### src/hdl/hav_pkg.sv
// ----------------------------------------------------------------------------
// hav_pkg: shared types and constants for the haversine distance pipeline
// Fixed-point formats, CORDIC arctangent table and rounding helpers.
// ----------------------------------------------------------------------------
package hav_pkg;

  localparam int LAT_W    = 31;
  localparam int LON_W    = 32;
  localparam int RADIUS_W = 24;
  localparam int DIST_W   = 26;

  localparam int CORDIC_STAGES_DEF = 24;
  localparam int CW                = 34;   // CORDIC datapath width
  localparam int SQRT_W            = 31;   // root width of the square roots

  localparam logic [31:0] PI_Q30       = 32'd3373259426;
  localparam logic [31:0] CORDIC_GAIN  = 32'd652032874;
  localparam logic [31:0] QUARTER_TURN = 32'd900000000;
  localparam logic [31:0] HALF_TURN    = 32'd1800000000;
  localparam logic [31:0] FULL_TURN    = 32'd3600000000;
  localparam logic [25:0] DIST_MAX     = 26'd52706193;
  localparam logic [23:0] RADIUS_RESET = 24'd6372798;

  // floor(PI_Q30 * 2^32 / full turn): reciprocal for the angle conversion
  localparam logic [63:0] CONV_M64 = ({32'd0, PI_Q30} << 32) / {32'd0, FULL_TURN};
  localparam logic [31:0] CONV_M   = CONV_M64[31:0];

  typedef logic signed [CW-1:0] cw_t;

  typedef enum logic [1:0] {
    SEL_SIN,
    SEL_COS,
    SEL_ANG
  } cordic_sel_t;

  function automatic logic [31:0] atan_q30(input int unsigned i);
    logic [31:0] v;
    unique case (i)
      0:  v = 32'h3243F6A8;
      1:  v = 32'h1DAC6705;
      2:  v = 32'h0FADBAFC;
      3:  v = 32'h07F56EA6;
      4:  v = 32'h03FEAB76;
      5:  v = 32'h01FFD55B;
      6:  v = 32'h00FFFAAA;
      7:  v = 32'h007FFF55;
      8:  v = 32'h003FFFEA;
      9:  v = 32'h001FFFFD;
      10: v = 32'h000FFFFF;
      11: v = 32'h0007FFFF;
      12: v = 32'h0003FFFF;
      13: v = 32'h0001FFFF;
      14: v = 32'h0000FFFF;
      15: v = 32'h00007FFF;
      16: v = 32'h00003FFF;
      17: v = 32'h00001FFF;
      18: v = 32'h00000FFF;
      19: v = 32'h000007FF;
      20: v = 32'h000003FF;
      21: v = 32'h000001FF;
      22: v = 32'h000000FF;
      23: v = 32'h0000007F;
      24: v = 32'h0000003F;
      25: v = 32'h0000001F;
      26: v = 32'h0000000F;
      27: v = 32'h00000008;
      28: v = 32'h00000004;
      29: v = 32'h00000002;
      30: v = 32'h00000001;
      default: v = 32'h00000000;
    endcase
    return v;
  endfunction

  // Q2.30 product rounding: floor((p + 2^29) / 2^30)
  function automatic logic signed [33:0] qround(input logic signed [63:0] p);
    logic signed [63:0] t;
    t = p + 64'sd536870912;
    return 34'(t >>> 30);
  endfunction

endpackage

### src/hdl/hav_sqrt.sv
// ----------------------------------------------------------------------------
// hav_sqrt: pipelined integer floor square root
// One root bit per register stage, most significant first.
// ----------------------------------------------------------------------------
module hav_sqrt import hav_pkg::*; #(
  parameter int RW = SQRT_W
) (
  input  logic            clk,
  input  logic            en,
  input  logic [2*RW-1:0] n_i,
  output logic [RW-1:0]   root_o
);

  logic [2*RW-1:0] rem_r  [RW];
  logic [RW-1:0]   root_r [RW];

  for (genvar k = 0; k < RW; k++) begin : g_bit
    localparam int B = RW - 1 - k;
    logic [2*RW-1:0] remp, rem_nxt;
    logic [RW-1:0]   rootp, root_nxt;
    logic [2*RW:0]   trial;

    if (k == 0) begin : g_first
      assign remp  = n_i;
      assign rootp = '0;
    end else begin : g_next
      assign remp  = rem_r[k-1];
      assign rootp = root_r[k-1];
    end

    // (root + 2^B)^2 - root^2
    assign trial = ({(RW+1)'(0), rootp} << (B + 1)) + ((2*RW+1)'(1) << (2 * B));

    always_comb begin
      if ({1'b0, remp} >= trial) begin
        rem_nxt  = remp - trial[2*RW-1:0];
        root_nxt = rootp | (RW'(1) << B);
      end else begin
        rem_nxt  = remp;
        root_nxt = rootp;
      end
    end

    always_ff @(posedge clk) begin
      if (en) begin
        rem_r[k]  <= rem_nxt;
        root_r[k] <= root_nxt;
      end
    end
  end

  assign root_o = root_r[RW-1];

endmodule

### config.mk
export PLATFORM = sky130hd
export DESIGN_NAME = hav_sqrt
export DESIGN_NICKNAME = d
export VERILOG_FILES = /design/src/hdl/hav_pkg.sv /design/src/hdl/hav_sqrt.sv
export SDC_FILE = /design/constraint.sdc
export NUM_CORES = 2
export LEC_CHECK = 0
export ABC_CLOCK_PERIOD_IN_PS = 3430
export BUFFER_PORTS_ARGS = -buffer_cell sky130_fd_sc_hd__buf_2
export CAP_MARGIN = 0
export CORE_ASPECT_RATIO = 1.75
export CORE_UTILIZATION = 60
export CTS_BUF_LIST = sky130_fd_sc_hd__clkbuf_4 sky130_fd_sc_hd__clkbuf_8
export DETAILED_ROUTE_END_ITERATION = 8
export PLACE_DENSITY = 0.79
export SYNTH_ARGS = -nofsm -noshare
export SYNTH_HDL_FRONTEND = slang
export SYNTH_SLANG_ARGS = --single-unit
### constraint.sdc
create_clock -name clk -period 3.43 [get_ports clk]
set_input_delay 0.5145 -clock clk [delete_from_list [all_inputs] [get_ports clk]]
set_output_delay 0.5145 -clock clk [all_outputs]
set_load 0.02 [all_outputs]
==> results.ini <==
[job]
cap_viol_max_count = 0

[critical_path]
crit_family = simple AND/OR/NAND/NOR gates
crit_buf_inv = 2
critPathKind = register to register
slowest_delay_ns = 0.57
crit_arrival_ns = 4.71
slowest_stage = edfxtp_1
crit_path_end_kind = register
path_max_fanout = 3
worstSetupStartpointType = register
cp_cell_sequence = inv_2 -> ha_4 -> nand4b_1 -> or4_4 -> nor3_4 -> nand4_1 -> and3_4 -> o211ai_1 -> nand4b_1 -> buf_6 -> or3_4 -> nor3_4 -> xor2_1
required_ns = 4.07

[placed_design]
gp_congestion = 1.01
hpwl_um = 234000
io_buffers = 94

[timing]
fin_hold_ws_ns = 0.233
worstMarginPinSlew_ns = 0.983
min_period_over_period = 1.18
relSlewSlack = 0.339
drv_slew = 0
rsz0062_at_grt = true
setup_ws_ns = -0.634
timing_hold_violations_final = 0
setup_viol = 306
fin_crit_ns = 4.06
max_freq_ghz = 0.246
worst_clock_skew_ns = 0.140

[synth]
async_flop_share = 0
syn_nets = 9358
syn-instance-count = 8769
ys_warn_count = 0
ys_seq_elements = 2356
synth_ff_type = edfxtp_1
synth_cell_types = 88
synth.yosys.seq_area_share = 0.634
syn_avg_cell_area_um2 = 12.7
netlist_area_um2 = 112000
yosysTopAreaCell = edfxtp_1
synth_top_area_frac = 0.634
synthTopCellsByArea = edfxtp_1, ha_1, xnor2_1, xor2_1, a21oi_1
synth_edf_count = 2356

[finish]
drive_gt1_frac = 0.280
most-common-layout-cells = edfxtp_1, buf_4, inv_1
fin_nets = 11300
layout_commonest_cell = edfxtp_1
area_growth_pct = 26.2

[clock_network]
cts_tree = yes
cts-htree-levels = 5
cts_root_buf = clkbuf_8
clock-sinks = 2356
cts_buffer_depth = 4
clkLatencyLatePin_ns = 1.02
cts_buffers = 332
clkTransAtPathRegs_ns = 0.07

[global_route]
grt-ovfl-total = 0
first_global_vias = 87100
grt_use_met1 = 0.235
antenna_found_initial = 9
grt_use_total = 0.346
grt_max_degree = 152
use_met2 = 0.690
grt.busiest_layer = met2
grt_pass1_wl_um = 482000
use_met3 = 0.0601

[floorplan]
die_h_um = 573
die_width_um = 328
num_rows = 209
core_area_um2 = 185000
die-area_um2 = 188000
io_pins = 95
initial_core_util = 0.604

[power]
switching_power_uw = 27100
total_power_uw = 86200
p_seq_frac = 0.456
swShare = 0.315
leakagePower_uw = 0.0555
p_int_uw = 59100
powerDensity_nw_per_um2 = 612
clockPowerShare = 0.262
irDropWorstVdd_mv = 0.532
combPwrFrac = 0.282

[outcome]
violations = setup timing
status = finished with violations

[worst_hold_path]
hold_class = primary input to register

[route]
wl_per_cell_um = 25.4
drt_iter0_drc = 5794
firstDrtPassIters = 8
via_per_inst = 6.14
finalWirelength_um = 340000
drcViolationCount = 0
postRouteAntennaNets = 0
vias = 82200

per-stage QoR:
stage	cells	TNS [ns]	utilization	instance area [um2]	setup WS, ns
floorplan	8769	-0.658	-	112000	-0.293
global placement	12500	-138.10	0.679	125000	-1.02
detailed placement	12500	-160.00	0.679	125000	-0.921
CTS	13300	-26.34	0.744	137000	-0.471
global route	13400	-63.68	0.762	141000	-0.602
finish	13400	-49.07	0.762	141000	-0.634
final timing paths:
| path | slack [ns] | end | depth (start not counted) | from |
|---|---|---|---|---|
| worst max-delay path | -0.63 | rem_r[1][615] | 13 | root_r[1][254] |
| worst min register to register | 0.39 | root_r[1][458] | 0 | root_r[1][427] |
| worst min-delay path | 0.23 | rem_r[0][57] | 2 | n_i[57] |
| worst max register to register | -0.63 | rem_r[1][615] | 13 | root_r[1][254] |
area by class of cell:
| type | instances | area [um2] |
|---|---|---|
| Antenna cell | 9 | 22.5 |
| Clock buffer | 421 | 5280 |
| Clock inverter | 169 | 1300 |
| Fill cell | 10400 | 44000 |
| Inverter | 653 | 2460 |
| Multi-Input combinational cell | 5615 | 43500 |
| Sequential cell | 2356 | 70700 |
| Tap cell | 2426 | 3040 |
| Timing Repair Buffer | 1738 | 14600 |
state kept, by name (all words and copies together), names as in the netlist:
| register | count |
|---|---|
| rem_r | 1860 |
| root_r | 496 |
power by group through the flow:
stage          Combinational, uW  Clock (uW)  Sequential [uW]
2_1_floorplan              12100           0            38600
3_3_place_gp               20000           0            39400
3_5_place_dp               20700           0            39600
4_1_cts                    22500       22600            39100
5_1_grt                    25900       23800            39600
6_report                   24300       22600            39300
metal layers:
layer,wire [um],up-vias
li1,-,36800
met1,84400,39500
met2,190000,3960
met3,17900,1922
met4,47300,12
met5,67,-
Yosys cell counts, types with 35 or more instances:
master and count:
o31ai_1 48, nor4_1 308, or3_1 102, inv_1 650, o21bai_1 44, nand2_1 580, or4_1 75, xnor2_1 416
o21a_1 90, mux2_2 68, a21oi_1 521, nand3b_1 35, clkbuf_1 129, ha_1 525, a211oi_1 42, nand4_1 133
nor4b_1 49, nor2b_1 59, a31oi_1 37, o21ai_0 429, a21o_1 193, nor3_1 242, edfxtp_1 2356, nand2b_1 96
nand3_1 135, xor2_1 390, nor2_1 568
cells by family (layout without fill, tap and decap cells):
| group | count (synthesis) | in the layout | share of synthesized area |
|---|---|---|---|
| AOI/OAI and AO/OA | 1618 | 1618 | 0.0892 |
| xor gates and xnor gates | 806 | 806 | 0.0632 |
| adders and majority gates | 525 | 525 | 0.0589 |
| buffers and inverters | 798 | 2981 | 0.0269 |
| DFF | 2356 | 2356 | 0.634 |
| muxes | 79 | 79 | 0.00787 |
| other | 0 | 9 | 0 |
| and+or+nand+nor | 2587 | 2587 | 0.120 |
timing repair:
item / CTS / global route
setup endpoints to repair: 621 / 694
hold endpoints to repair: 78 / 0
hold buffers: 63 / 0
gates resized for setup: 757 / 552
cloned: 19 / 6
pin swaps: 235 / 232
buffers inserted: 121 / 127
Note: power is estimated with default switching activity, not from simulation.
